**config.mk**
```make
export PLATFORM = sky130hd
export DESIGN_NAME = etfp_regs
export DESIGN_NICKNAME = d
export VERILOG_FILES = /design/src/etfp_pkg.sv /design/src/etfp_regs.sv
export SDC_FILE = /design/constraint.sdc
export NUM_CORES = 1
export LEC_CHECK = 0
export BUFFER_PORTS_ARGS = -buffer_cell sky130_fd_sc_hd__buf_2
export CORE_MARGIN = 3
export CORE_UTILIZATION = 37
export CTS_CLUSTER_DIAMETER = 30
export DETAILED_ROUTE_END_ITERATION = 6
export PLACE_DENSITY = 0.59
export SYNTH_ARGS = -nofsm -noshare
export SYNTH_HDL_FRONTEND = slang
export SYNTH_SLANG_ARGS = --single-unit
```
**constraint.sdc**
```tcl
create_clock -name clock -period 1.2 [get_ports clock]
set_input_delay 0.24 -clock clock [delete_from_list [all_inputs] [get_ports clock]]
set_output_delay 0.24 -clock clock [all_outputs]
set_load 0.01 [all_outputs]
```
**src/etfp_pkg.sv**
```systemverilog
// Package for the escape-time fractal pixel unit: shared types, register
// indexes, controller states, reset values and saturation helper.
// No dependencies.
package etfp_pkg;

   localparam int COORD_W      = 32;
   localparam int FRAC_BITS    = 28;
   localparam int CAP_W        = 13;
   localparam int INDEX_W      = 10;
   localparam int REG_INDEX_W  = 3;
   localparam int SUM_W        = 48;
   localparam int ALPHA_W      = 8;
   localparam int DIV_STEP_W   = 3;
   localparam int DIV_REM_W    = CAP_W + ALPHA_W;

   localparam int DEFAULT_IMAGE_WIDTH  = 1024;
   localparam int DEFAULT_IMAGE_HEIGHT = 1024;

   localparam logic [REG_INDEX_W-1:0] REG_FRACTAL_MODE  = 3'd0;
   localparam logic [REG_INDEX_W-1:0] REG_JULIA_C_REAL  = 3'd1;
   localparam logic [REG_INDEX_W-1:0] REG_JULIA_C_IMAG  = 3'd2;
   localparam logic [REG_INDEX_W-1:0] REG_ITERATION_CAP = 3'd3;
   localparam logic [REG_INDEX_W-1:0] REG_WINDOW_LEFT   = 3'd4;
   localparam logic [REG_INDEX_W-1:0] REG_WINDOW_RIGHT  = 3'd5;
   localparam logic [REG_INDEX_W-1:0] REG_WINDOW_TOP    = 3'd6;
   localparam logic [REG_INDEX_W-1:0] REG_WINDOW_BOTTOM = 3'd7;

   localparam logic                       RST_FRACTAL_MODE  = 1'b1;
   localparam logic signed [COORD_W-1:0]  RST_JULIA_C_REAL  = 32'sd40265318;
   localparam logic signed [COORD_W-1:0]  RST_JULIA_C_IMAG  = 32'sd170456515;
   localparam logic [CAP_W-1:0]           RST_ITERATION_CAP = 13'd64;
   localparam logic signed [COORD_W-1:0]  RST_WINDOW_LEFT   = -32'sd536870912;
   localparam logic signed [COORD_W-1:0]  RST_WINDOW_RIGHT  = 32'sd536870912;
   localparam logic signed [COORD_W-1:0]  RST_WINDOW_TOP    = -32'sd536870912;
   localparam logic signed [COORD_W-1:0]  RST_WINDOW_BOTTOM = 32'sd536870912;

   // |z|^2 bound of 4.0 in the Q8.56 scale of the squared terms.
   localparam logic [63:0] ESCAPE_SQ = 64'd4 << (2 * FRAC_BITS);

   localparam logic [ALPHA_W-1:0] ALPHA_OPAQUE = 8'hFF;
   localparam logic [23:0]        RGB_WHITE    = 24'hFFFFFF;
   localparam logic [23:0]        RGB_BLACK    = 24'h000000;

   typedef struct packed {
      logic                      fractal_mode;
      logic signed [COORD_W-1:0] julia_c_real;
      logic signed [COORD_W-1:0] julia_c_imag;
      logic [CAP_W-1:0]          iteration_cap;
      logic signed [COORD_W-1:0] window_left;
      logic signed [COORD_W-1:0] window_right;
      logic signed [COORD_W-1:0] window_top;
      logic signed [COORD_W-1:0] window_bottom;
   } cfg_type;

   typedef enum logic [3:0] {
      ST_IDLE,
      ST_MAPX_MUL,
      ST_MAPX_ADD,
      ST_MAPY_MUL,
      ST_MAPY_ADD,
      ST_INIT,
      ST_MUL,
      ST_UPD,
      ST_DIV_INIT,
      ST_DIV,
      ST_OUT
   } state_type;

   typedef struct packed {
      logic load_idx;
      logic map_mul;
      logic map_add;
      logic axis_y;
      logic init_iter;
      logic iter_mul;
      logic iter_upd;
      logic div_start;
      logic div_step;
      logic out_load;
   } cmd_type;

   typedef struct packed {
      logic at_cap;
      logic escaped;
      logic div_last;
      logic out_free;
   } status_type;

   function automatic logic signed [COORD_W-1:0] sat32(input logic signed [SUM_W-1:0] v);
      logic signed [SUM_W-1:0] hi_lim;
      logic signed [SUM_W-1:0] lo_lim;
      hi_lim = SUM_W'(32'sh7FFFFFFF);
      lo_lim = -hi_lim - SUM_W'(1);
      if (v > hi_lim) begin
         return 32'sh7FFFFFFF;
      end else if (v < lo_lim) begin
         return 32'sh80000000;
      end
      return v[COORD_W-1:0];
   endfunction

endpackage

```
**src/etfp_regs.sv**
```systemverilog
// Configuration register file written through the plain CSR write port.
// Depends on etfp_pkg.
module etfp_regs (
   input  logic                                clock,
   input  logic                                reset,
   input  logic                                csr_write_enable,
   input  logic [etfp_pkg::REG_INDEX_W-1:0]    csr_index,
   input  logic [etfp_pkg::COORD_W-1:0]        csr_write_data,
   output etfp_pkg::cfg_type                   cfg
);

   etfp_pkg::cfg_type cfg_ff;
   etfp_pkg::cfg_type cfg_in;

   always_comb begin
      cfg_in = cfg_ff;
      if (csr_write_enable) begin
         unique case (csr_index)
            etfp_pkg::REG_FRACTAL_MODE:  cfg_in.fractal_mode  = csr_write_data[0];
            etfp_pkg::REG_JULIA_C_REAL:  cfg_in.julia_c_real  = csr_write_data;
            etfp_pkg::REG_JULIA_C_IMAG:  cfg_in.julia_c_imag  = csr_write_data;
            etfp_pkg::REG_ITERATION_CAP:
               cfg_in.iteration_cap = csr_write_data[etfp_pkg::CAP_W-1:0];
            etfp_pkg::REG_WINDOW_LEFT:   cfg_in.window_left   = csr_write_data;
            etfp_pkg::REG_WINDOW_RIGHT:  cfg_in.window_right  = csr_write_data;
            etfp_pkg::REG_WINDOW_TOP:    cfg_in.window_top    = csr_write_data;
            etfp_pkg::REG_WINDOW_BOTTOM: cfg_in.window_bottom = csr_write_data;
            default: ;
         endcase
      end
   end

   always_ff @(posedge clock) begin
      if (reset) begin
         cfg_ff.fractal_mode  <= etfp_pkg::RST_FRACTAL_MODE;
         cfg_ff.julia_c_real  <= etfp_pkg::RST_JULIA_C_REAL;
         cfg_ff.julia_c_imag  <= etfp_pkg::RST_JULIA_C_IMAG;
         cfg_ff.iteration_cap <= etfp_pkg::RST_ITERATION_CAP;
         cfg_ff.window_left   <= etfp_pkg::RST_WINDOW_LEFT;
         cfg_ff.window_right  <= etfp_pkg::RST_WINDOW_RIGHT;
         cfg_ff.window_top    <= etfp_pkg::RST_WINDOW_TOP;
         cfg_ff.window_bottom <= etfp_pkg::RST_WINDOW_BOTTOM;
      end else begin
         cfg_ff <= cfg_in;
      end
   end

   assign cfg = cfg_ff;

endmodule

```
==> impl_metrics.csv <==
group,metric,value,unit
outcome,status,"finished, violations left",
outcome,violations,"negative setup slack",
yosys,yosys_warnings,0,
global_routing,antenna_found_initial,2,
route,wl_per_cell,18.2,um
clocking,clk_latency,0.50,ns
die,dieArea,0.0238,mm^2
layout,fill_cells,1582,
yosys,netlist_instances,740,
worst_setup_path,reg2reg_to,"cfg[19]",
place,io_buffer_count,243,
clocking,clock-sinks,206,
yosys,synth-edff-count,0,
clocking,cts-root-buf,"clkbuf_16",
min_path,whs_endpoint,"cfg[195]",
yosys,synth_commonest_cells,"206 x dfxtp_1, 206 x mux2i_1, 201 x nand2b_1",
timing,worst_slew_pin_slew,0.466,ns
timing,fin_crit,1.21,ns
worst_setup_path,end_kind,"primary output",
timing,report.final.hold_viol_count,0,
die,rows,53,
layout,finalNonFillerCells,1410,
clocking,cts.path.max_buffers,3,
yosys,yosys_register_bits,206,
layout,final_layout_size_suffix_gt1_share,57.2,%
worst_setup_path,arrival,0.97,ns
worst_setup_path,cp-startpoint,"cfg[129]",
yosys,seq_area_frac_synth,50.6,%
min_path,hold_class,"in2reg",
die,start_util,38.2,%
worst_setup_path,cp_cell_sequence,"buf_6",
timing,max_freq,0.825,GHz
timing,setup_viol,13,
clocking,cts_inserted_buffers,47,
place,place.gp.congestion,0.784,
clocking,clkTransAtPathRegs,0.05,ns
timing,fin_ws,-0.0126,ns
place,dp_slack,-0.0762,ns
timing,maxSlewHeadroom,68.9,%
die,pin_count,244,
pwr,ir_drop,1.34,mV
worst_setup_path,crit_path_start_kind,"flip-flop",
clocking,h-tree-depth,2,
timing,holdWs,0.0185,ns
run,maxCapViolations,0,
timing,final.setup_skew,0,ns
route,drt_iter0_markers,297,
pwr,power.density,1580,mW/mm^2
layout,area.growth.synth_to_final,68.9,%
die,dieWidth,154,um
min_path,hold_path.startpoint,"csr_write_data[22]",
yosys,ys_types,17,
yosys,synthTopCellsByArea,"dfxtp_1 51%, mux2i_1 25%, nand2b_1 15%",
worst_setup_path,cp.required,0.96,ns
die,die_y,154,um
worst_setup_path,crit_path_max_fanout,2,
layout,seqCellArea,0.00438,mm^2
yosys,syn_area_per_cell,11.0,um^2
layout,largest_register_ffs,206,
clocking,cts_tree,"built",
worst_setup_path,slowest_delay,0.35,ns
place,dp.cells,1250,
yosys,synth_top_cell_by_area,"dfxtp_1",
place,dp_hpwl,16400,um
min_path,hold_depth,3,
worst_setup_path,ff2ff_path_depth,4,
global_routing,grt_pass1_wl,39100,um
layout,utilization,64.5,%
route,firstDrtPassIters,4,
worst_setup_path,path_class,"reg2out",
pwr,p_leak,6.65,nW
route,vias,6627,
route,vias_per_cell,4.70,
die,core_area,0.0214,mm^2
yosys,synthFlopType,"dfxtp_1",
yosys,synth.net_count,778,
yosys,syn-cell-area,0.00815,mm^2
global_routing,grt_overflow,0,
layout,multi_input_area,0.00372,mm^2
worst_setup_path,worstReg2RegStart,"cfg[19]",
global_routing,grt_max_degree,56,
yosys,synth_top_area_share,50.6,%
timing,maxSlewViolCount,0,
global_routing,grtUsageTotal,20.5,%
worst_setup_path,cp_num_buf_inv,1,
timing,fin_crit_sh,101,%
worst_setup_path,slowest_stage,"dfxtp_2",
worst_setup_path,r2r_slack,0.37,ns
layout,fin_nets,1137,
worst_setup_path,crit_family,"flip-flops",
global_routing,grt_pass1_vias,6813,
route,wirelength,25600,um
timing,rsz0062_at_grt,"yes",
route,ant_nets,0,
route,drc,0,
yosys,async_reset_ff_share,0,%
-- timing repair --
| item | in CTS | in global routing |
|---|---|---|
| endpoints found under the setup margin | 206 | 205 |
| hold buffers | 6 | 0 |
| endpoints found under the hold margin | 6 | 0 |
| buffers inserted | 28 | 41 |
| gates resized for setup | 427 | 3 |
-- cells by family after synthesis --
| group | Yosys count | synth area share (%) |
|---|---|---|
| flops | 206 | 50.6 |
| simple gates | 273 | 20.1 |
| mux | 206 | 25.3 |
| buf+inv | 55 | 3.98 |
-- cells in the final DEF, fill, tap and decap left out --
cell	n
buf_6	207
mux2i_1	206
dfxtp_2	206
nand2b_1	201
buf_4	97
nor2_1	60
clkbuf_16	47
buf_2	36
buf_12	19
clkbuf_8	9
clkinv_2	9
bufinv_16	8
clkbuf_1	6
dlygate4sd3_1	6
diode_2	2
and4bb_2	2
nand4bb_1	2
nand4b_4	2
clkinvlp_4	2
and4bb_1	1
nand4b_1	1
and4b_1	1
nand4bb_2	1
nand4_4	1
nor4b_1	1
inv_6	1
clkinv_4	1
-- layer usage --
metal  track usage, %  share of wire [%]  vias to the layer above
li1                 -                  -                     3187
met1             25.6                 43                     3160
met2             33.5                 48                      224
met3             5.99                6.4                       56
met4             7.65                3.1                        0
met5                0                  0                        -
-- power breakdown --
part	switching, mW	leakage [nW]	total, mW	internal [mW]
logic	0.653	4.11	1.44	0.789
registers	0.121	1.73	7.17	7.05
clock network	3.79	0.808	13.1	9.34
total	4.56	6.65	21.7	17.2
-- through the flow --
stage / instance area [um^2] / setup TNS [ns] / total power, mW
floorplan: 8150 / 0 / 7.88
global placement: 10000 / -0.990 / 8.41
finish: 13800 / -0.0868 / 21.7
CTS: 13400 / -1.41 / 21.9
detailed placement: 10000 / -3.68 / 8.41
global route: 13800 / -3.68 / 22.4
-- cell type report --
type                            instances  area share [%]
Clock inverter                         21            2.31
Multi-Input combinational cell        479            27.0
Tap cell                              275            2.50
Sequential cell                       206            31.8
Timing Repair Buffer                  365            26.7
Antenna cell                            2          0.0364
Clock buffer                           62            9.61
-- worst max-delay path by stage --
stage,depth (start not counted),slack [ns],endpoint
2_1_floorplan,5,0.02,cfg[184]
3_3_place_gp,5,-0.03,cfg[103]
3_5_place_dp,4,-0.08,cfg[146]
4_1_cts,1,-0.04,cfg[54]
5_1_grt,1,-0.04,cfg[96]
6_report,1,-0.01,cfg[129]
-- tightest hold or removal path: stages --
cell and delay [ns]:
buf_2 0.10, nor2_1 0.04, mux2i_1 0.11
No activity file was read; power rests on OpenSTA's default activity.
