<file path="config.mk">
export PLATFORM = sky130hd
export DESIGN_NAME = etfp_ctrl
export DESIGN_NICKNAME = d
export VERILOG_FILES = /design/src/etfp_pkg.sv /design/src/etfp_ctrl.sv
export SDC_FILE = /design/constraint.sdc
export NUM_CORES = 1
export LEC_CHECK = 0
export ABC_AREA = 1
export BUFFER_PORTS_ARGS = -buffer_cell sky130_fd_sc_hd__buf_2
export CELL_PAD_IN_SITES_DETAIL_PLACEMENT = 0
export CELL_PAD_IN_SITES_GLOBAL_PLACEMENT = 1
export CORE_UTILIZATION = 25
export CTS_BUF_LIST = sky130_fd_sc_hd__clkbuf_4 sky130_fd_sc_hd__clkbuf_8
export CTS_CLUSTER_SIZE = 8
export DETAILED_ROUTE_END_ITERATION = 8
export GPL_TIMING_DRIVEN = 0
export PLACE_DENSITY = 0.74
export SETUP_SLACK_MARGIN = 0.1
export SYNTH_ARGS = -nofsm -noshare
export SYNTH_HDL_FRONTEND = slang
export SYNTH_SLANG_ARGS = --single-unit
</file>
<file path="constraint.sdc">
create_clock -name clock -period 1.16 [get_ports clock]
set_clock_uncertainty 0.15 [all_clocks]
set_input_delay 0.174 -clock clock [delete_from_list [all_inputs] [get_ports clock]]
set_output_delay 0.174 -clock clock [all_outputs]
set_load 0.005 [all_outputs]
</file>
<file path="src/etfp_pkg.sv">
// Package for the escape-time fractal pixel unit: shared types, register
// indexes, controller states, reset values and saturation helper.
// No dependencies.
package etfp_pkg;

   localparam int COORD_W      = 32;
   localparam int FRAC_BITS    = 28;
   localparam int CAP_W        = 13;
   localparam int INDEX_W      = 10;
   localparam int REG_INDEX_W  = 3;
   localparam int SUM_W        = 48;
   localparam int ALPHA_W      = 8;
   localparam int DIV_STEP_W   = 3;
   localparam int DIV_REM_W    = CAP_W + ALPHA_W;

   localparam int DEFAULT_IMAGE_WIDTH  = 1024;
   localparam int DEFAULT_IMAGE_HEIGHT = 1024;

   localparam logic [REG_INDEX_W-1:0] REG_FRACTAL_MODE  = 3'd0;
   localparam logic [REG_INDEX_W-1:0] REG_JULIA_C_REAL  = 3'd1;
   localparam logic [REG_INDEX_W-1:0] REG_JULIA_C_IMAG  = 3'd2;
   localparam logic [REG_INDEX_W-1:0] REG_ITERATION_CAP = 3'd3;
   localparam logic [REG_INDEX_W-1:0] REG_WINDOW_LEFT   = 3'd4;
   localparam logic [REG_INDEX_W-1:0] REG_WINDOW_RIGHT  = 3'd5;
   localparam logic [REG_INDEX_W-1:0] REG_WINDOW_TOP    = 3'd6;
   localparam logic [REG_INDEX_W-1:0] REG_WINDOW_BOTTOM = 3'd7;

   localparam logic                       RST_FRACTAL_MODE  = 1'b1;
   localparam logic signed [COORD_W-1:0]  RST_JULIA_C_REAL  = 32'sd40265318;
   localparam logic signed [COORD_W-1:0]  RST_JULIA_C_IMAG  = 32'sd170456515;
   localparam logic [CAP_W-1:0]           RST_ITERATION_CAP = 13'd64;
   localparam logic signed [COORD_W-1:0]  RST_WINDOW_LEFT   = -32'sd536870912;
   localparam logic signed [COORD_W-1:0]  RST_WINDOW_RIGHT  = 32'sd536870912;
   localparam logic signed [COORD_W-1:0]  RST_WINDOW_TOP    = -32'sd536870912;
   localparam logic signed [COORD_W-1:0]  RST_WINDOW_BOTTOM = 32'sd536870912;

   // |z|^2 bound of 4.0 in the Q8.56 scale of the squared terms.
   localparam logic [63:0] ESCAPE_SQ = 64'd4 << (2 * FRAC_BITS);

   localparam logic [ALPHA_W-1:0] ALPHA_OPAQUE = 8'hFF;
   localparam logic [23:0]        RGB_WHITE    = 24'hFFFFFF;
   localparam logic [23:0]        RGB_BLACK    = 24'h000000;

   typedef struct packed {
      logic                      fractal_mode;
      logic signed [COORD_W-1:0] julia_c_real;
      logic signed [COORD_W-1:0] julia_c_imag;
      logic [CAP_W-1:0]          iteration_cap;
      logic signed [COORD_W-1:0] window_left;
      logic signed [COORD_W-1:0] window_right;
      logic signed [COORD_W-1:0] window_top;
      logic signed [COORD_W-1:0] window_bottom;
   } cfg_type;

   typedef enum logic [3:0] {
      ST_IDLE,
      ST_MAPX_MUL,
      ST_MAPX_ADD,
      ST_MAPY_MUL,
      ST_MAPY_ADD,
      ST_INIT,
      ST_MUL,
      ST_UPD,
      ST_DIV_INIT,
      ST_DIV,
      ST_OUT
   } state_type;

   typedef struct packed {
      logic load_idx;
      logic map_mul;
      logic map_add;
      logic axis_y;
      logic init_iter;
      logic iter_mul;
      logic iter_upd;
      logic div_start;
      logic div_step;
      logic out_load;
   } cmd_type;

   typedef struct packed {
      logic at_cap;
      logic escaped;
      logic div_last;
      logic out_free;
   } status_type;

   function automatic logic signed [COORD_W-1:0] sat32(input logic signed [SUM_W-1:0] v);
      logic signed [SUM_W-1:0] hi_lim;
      logic signed [SUM_W-1:0] lo_lim;
      hi_lim = SUM_W'(32'sh7FFFFFFF);
      lo_lim = -hi_lim - SUM_W'(1);
      if (v > hi_lim) begin
         return 32'sh7FFFFFFF;
      end else if (v < lo_lim) begin
         return 32'sh80000000;
      end
      return v[COORD_W-1:0];
   endfunction

endpackage

</file>
<file path="src/etfp_ctrl.sv">
// Controller state machine: sequences mapping, iteration, alpha division
// and result hand-off. Depends on etfp_pkg.
module etfp_ctrl (
   input  logic                   clock,
   input  logic                   reset,
   input  logic                   req_valid,
   output logic                   req_ready,
   input  etfp_pkg::status_type   status,
   output etfp_pkg::cmd_type      cmd
);

   etfp_pkg::state_type state_ff;
   etfp_pkg::state_type state_in;

   always_comb begin
      state_in = state_ff;
      unique case (state_ff)
         etfp_pkg::ST_IDLE:     if (req_valid) state_in = etfp_pkg::ST_MAPX_MUL;
         etfp_pkg::ST_MAPX_MUL: state_in = etfp_pkg::ST_MAPX_ADD;
         etfp_pkg::ST_MAPX_ADD: state_in = etfp_pkg::ST_MAPY_MUL;
         etfp_pkg::ST_MAPY_MUL: state_in = etfp_pkg::ST_MAPY_ADD;
         etfp_pkg::ST_MAPY_ADD: state_in = etfp_pkg::ST_INIT;
         etfp_pkg::ST_INIT:     state_in = etfp_pkg::ST_MUL;
         etfp_pkg::ST_MUL:      state_in = etfp_pkg::ST_UPD;
         etfp_pkg::ST_UPD: begin
            if (status.at_cap) begin
               state_in = etfp_pkg::ST_OUT;
            end else if (status.escaped) begin
               state_in = etfp_pkg::ST_DIV_INIT;
            end else begin
               state_in = etfp_pkg::ST_MUL;
            end
         end
         etfp_pkg::ST_DIV_INIT: state_in = etfp_pkg::ST_DIV;
         etfp_pkg::ST_DIV:      if (status.div_last) state_in = etfp_pkg::ST_OUT;
         etfp_pkg::ST_OUT:      if (status.out_free) state_in = etfp_pkg::ST_IDLE;
         default:               state_in = etfp_pkg::ST_IDLE;
      endcase
   end

   always_comb begin
      cmd       = '0;
      req_ready = 1'b0;
      unique case (state_ff)
         etfp_pkg::ST_IDLE: begin
            req_ready    = 1'b1;
            cmd.load_idx = req_valid;
         end
         etfp_pkg::ST_MAPX_MUL: cmd.map_mul = 1'b1;
         etfp_pkg::ST_MAPX_ADD: cmd.map_add = 1'b1;
         etfp_pkg::ST_MAPY_MUL: begin
            cmd.map_mul = 1'b1;
            cmd.axis_y  = 1'b1;
         end
         etfp_pkg::ST_MAPY_ADD: begin
            cmd.map_add = 1'b1;
            cmd.axis_y  = 1'b1;
         end
         etfp_pkg::ST_INIT:     cmd.init_iter = 1'b1;
         etfp_pkg::ST_MUL:      cmd.iter_mul  = 1'b1;
         etfp_pkg::ST_UPD:      cmd.iter_upd  = !status.at_cap && !status.escaped;
         etfp_pkg::ST_DIV_INIT: cmd.div_start = 1'b1;
         etfp_pkg::ST_DIV:      cmd.div_step  = 1'b1;
         etfp_pkg::ST_OUT:      cmd.out_load  = status.out_free;
         default: ;
      endcase
   end

   always_ff @(posedge clock) begin
      if (reset) begin
         state_ff <= etfp_pkg::ST_IDLE;
      end else begin
         state_ff <= state_in;
      end
   end

endmodule

</file>
==> summary.txt <==
Power
  – Leak Pwr: 0.391 nW
  – Final Power: 640 µW
  – Worst VDD drop: 0.000593 V
  – Pwr per Cell Area: 923 nW/µm²

CTS
  – CTS tree: yes
  – TritonCTS Buffers: 3
  – Skew-Pair Late Insertion Delay: 240 ps
  – Clock sink count: 4
  – CTS HTree Levels: 1
  – Clock buffer depth: 2
  – Clock transition at the registers of the reported paths: 50 ps
  – Root Buffer Master: clkbuf_4

Synthesis
  – Syn_nets: 72
  – Synthesized instance count: 65
  – Mapped cell area: 345 µm²
  – Synth Warn #: 0
  – Synth unique cells: 14
  – Mean post-synth cell area: 5.31 µm²
  – Post-synthesis register bit count: 4
  – Sequential fraction of the synthesis area: 23.2%

Critical path
  – Slowest-stage cell, CP: dfxtp_4
  – CP peak stage delay: 390 ps
  – Most used cell, CP: nor2_4
  – Crit. End Element: primary output
  – CP max FO: 5
  – Data required, critical path: 840 ps
  – Critical Path Start Type: register
  – Critical path class: register to primary output
  – Critical path, cell by cell: nor2_4 -> inv_4 -> nor2_4 -> or2_1 -> buf_2
  – Crit path DAT: 1130 ps

Global routing
  – Antenna violations before repair: 0
  – Global-route wire length before repair: 1640 µm
  – Overflow after GRT: 0
  – Largest net degree at the start of global routing: 7
  – GRT Util Overall: 15.7%
  – Number of global-route vias before repair: 424

Drt
  – Drc violations: 0
  – Starting DRT DRC Count: 3
  – Detailed Route WL: 1120 µm
  – Pre-antenna DRT Iters: 3
  – Via-to-Cell Ratio: 4.41
  – WL per Instance: 9.73 µm
  – Via count: 507
  – Post-detailed-route count of antenna-violating nets: 0

Timing
  – Rel. slew slack: 84.7%
  – Final period util: 125%
  – Final Critical Period: 1450 ps
  – Final setup fails: 15
  – Hold Slack: 104 ps
  – Fmax: 0.689 GHz
  – Final slew viol count: 0
  – Worst Tran Pin Value: 227 ps
  – Worst setup margin: -292 ps
  – RSZ-0062 raised after global routing: true
  – Hold Fails Final Rpt: 0

Placement
  – Post-DP HPWL: 721 µm
  – Number of port buffers: 17
  – Routability-driven placement congestion ratio: 0.743
  – Setup WS pre-CTS: -117 ps

Status
  – Status: finished with violations
  – Failing checks: setup timing

Floorplan
  – Starting density of the core: 26.9%
  – FP Rows: 13
  – Core area: 1280 µm²
  – Chip width: 39.2 µm
  – Io pins: 18
  – Die height: 39.2 µm
  – Die ar.: 1530 µm²

Job
  – Max-cap violations: 0

Final layout
  – Area Growth Syn to Fin: 101%
  – Finished Core Util: 53.9%
  – Flip-flop and latch area: 92.6 µm²
  – Largest register FFs: 4
  – Regs by FF count: state_ff (4)
  – Share of post-route cells with drive strength above 1: 62.0%
  – # diodes: 0
  – Leading cell type in the layout, fill and taps excluded: buf_2
  – Commonest cells after routing, fill and taps aside: buf_2, buf_4, nor2_1, inv_1, nand2_1
  – NumNets Final: 108
  – Most flop-heavy register: state_ff
  – Filler cells: 143
  – Area of the multi-input gates: 289 µm²

Worst hold path
  – Hold/Removal Path Class: input pin to register
==> layout make-up <==
type                       instances  share of cell area [%]
multi-input combinational         46                    41.7
timing repair buffer              31                    28.3
inverter                          15                    9.57
tap                               15                    2.71
sequential                         4                    13.4
clock buffer                       4                    4.33
==> what timing repair did <==
item,CTS,global route
hold buffers,1,0
endpoints found under the hold margin,2,0
pin swaps,6,5
setup buffers,11,2
gates resized for setup,19,11
setup endpoints to repair,15,15
==> per-stage QoR <==
step	area, µm²	TNS (ps)	instances
4_1_cts	633	-2880	113
6_report	693	-2860	115
3_5_place_dp	463	-446	97
2_1_floorplan	359	0	65
5_1_grt	693	-3880	115
3_3_place_gp	463	-435	97
==> worst paths after layout <==
kind / slack [ps] / start / depth (start not counted) / to
setup / recovery: -290 / state_ff[0]$_SDFFE_PP0P_ / 5 / cmd[7]
hold / removal: 100 / status[3] / 4 / state_ff[2]$_SDFFE_PP0P_
setup reg to reg: -110 / state_ff[0]$_SDFFE_PP0P_ / 9 / state_ff[3]$_SDFFE_PP0P_
hold reg to reg: 510 / state_ff[0]$_SDFFE_PP0P_ / 3 / state_ff[1]$_SDFFE_PP0P_
==> layer usage <==
layer | vias to the layer above | GRT usage, % | routed length, µm
li1 | 266 | - | -
met1 | 220 | 17.5 | 466
met2 | 18 | 28.7 | 579
met3 | 3 | 3.47 | 57
met4 | 0 | 5.17 | 15
met5 | - | 0 | 0
==> cells in the mapped netlist <==
cell / instances / area share, %
a21oi_1: 2 / 2.9
a31oi_1: 2 / 3.6
dfxtp_1: 4 / 23
inv_1: 14 / 15
inv_2: 1 / 1.1
nand2_1: 11 / 12
nand2_2: 2 / 3.6
nand3_1: 4 / 5.8
nor2_1: 17 / 18
nor2_2: 3 / 5.4
nor3_1: 2 / 2.9
nor4_1: 1 / 1.8
o31ai_1: 1 / 2.2
or2_1: 1 / 1.8
==> power breakdown <==
part           switching [mW]  internal, mW
combinational           0.123         0.123
sequential             0.0240         0.149
clock                  0.0678         0.153
==> cell families (layout without fill, tap and decap cells) <==
kind of cell | Yosys count | in the layout | synth area share, %
simple gates | 41 | 41 | 51.8
buf+inv | 15 | 50 | 16.3
compound gates | 5 | 5 | 8.70
flops | 4 | 4 | 23.2
==> critical path: cells and delay by family (launching register included) <==
family	cells	cell delay (ps)
buf+inv	2	200
flops	1	390
simple gates	3	300
Note: power is estimated with default switching activity, not from simulation.
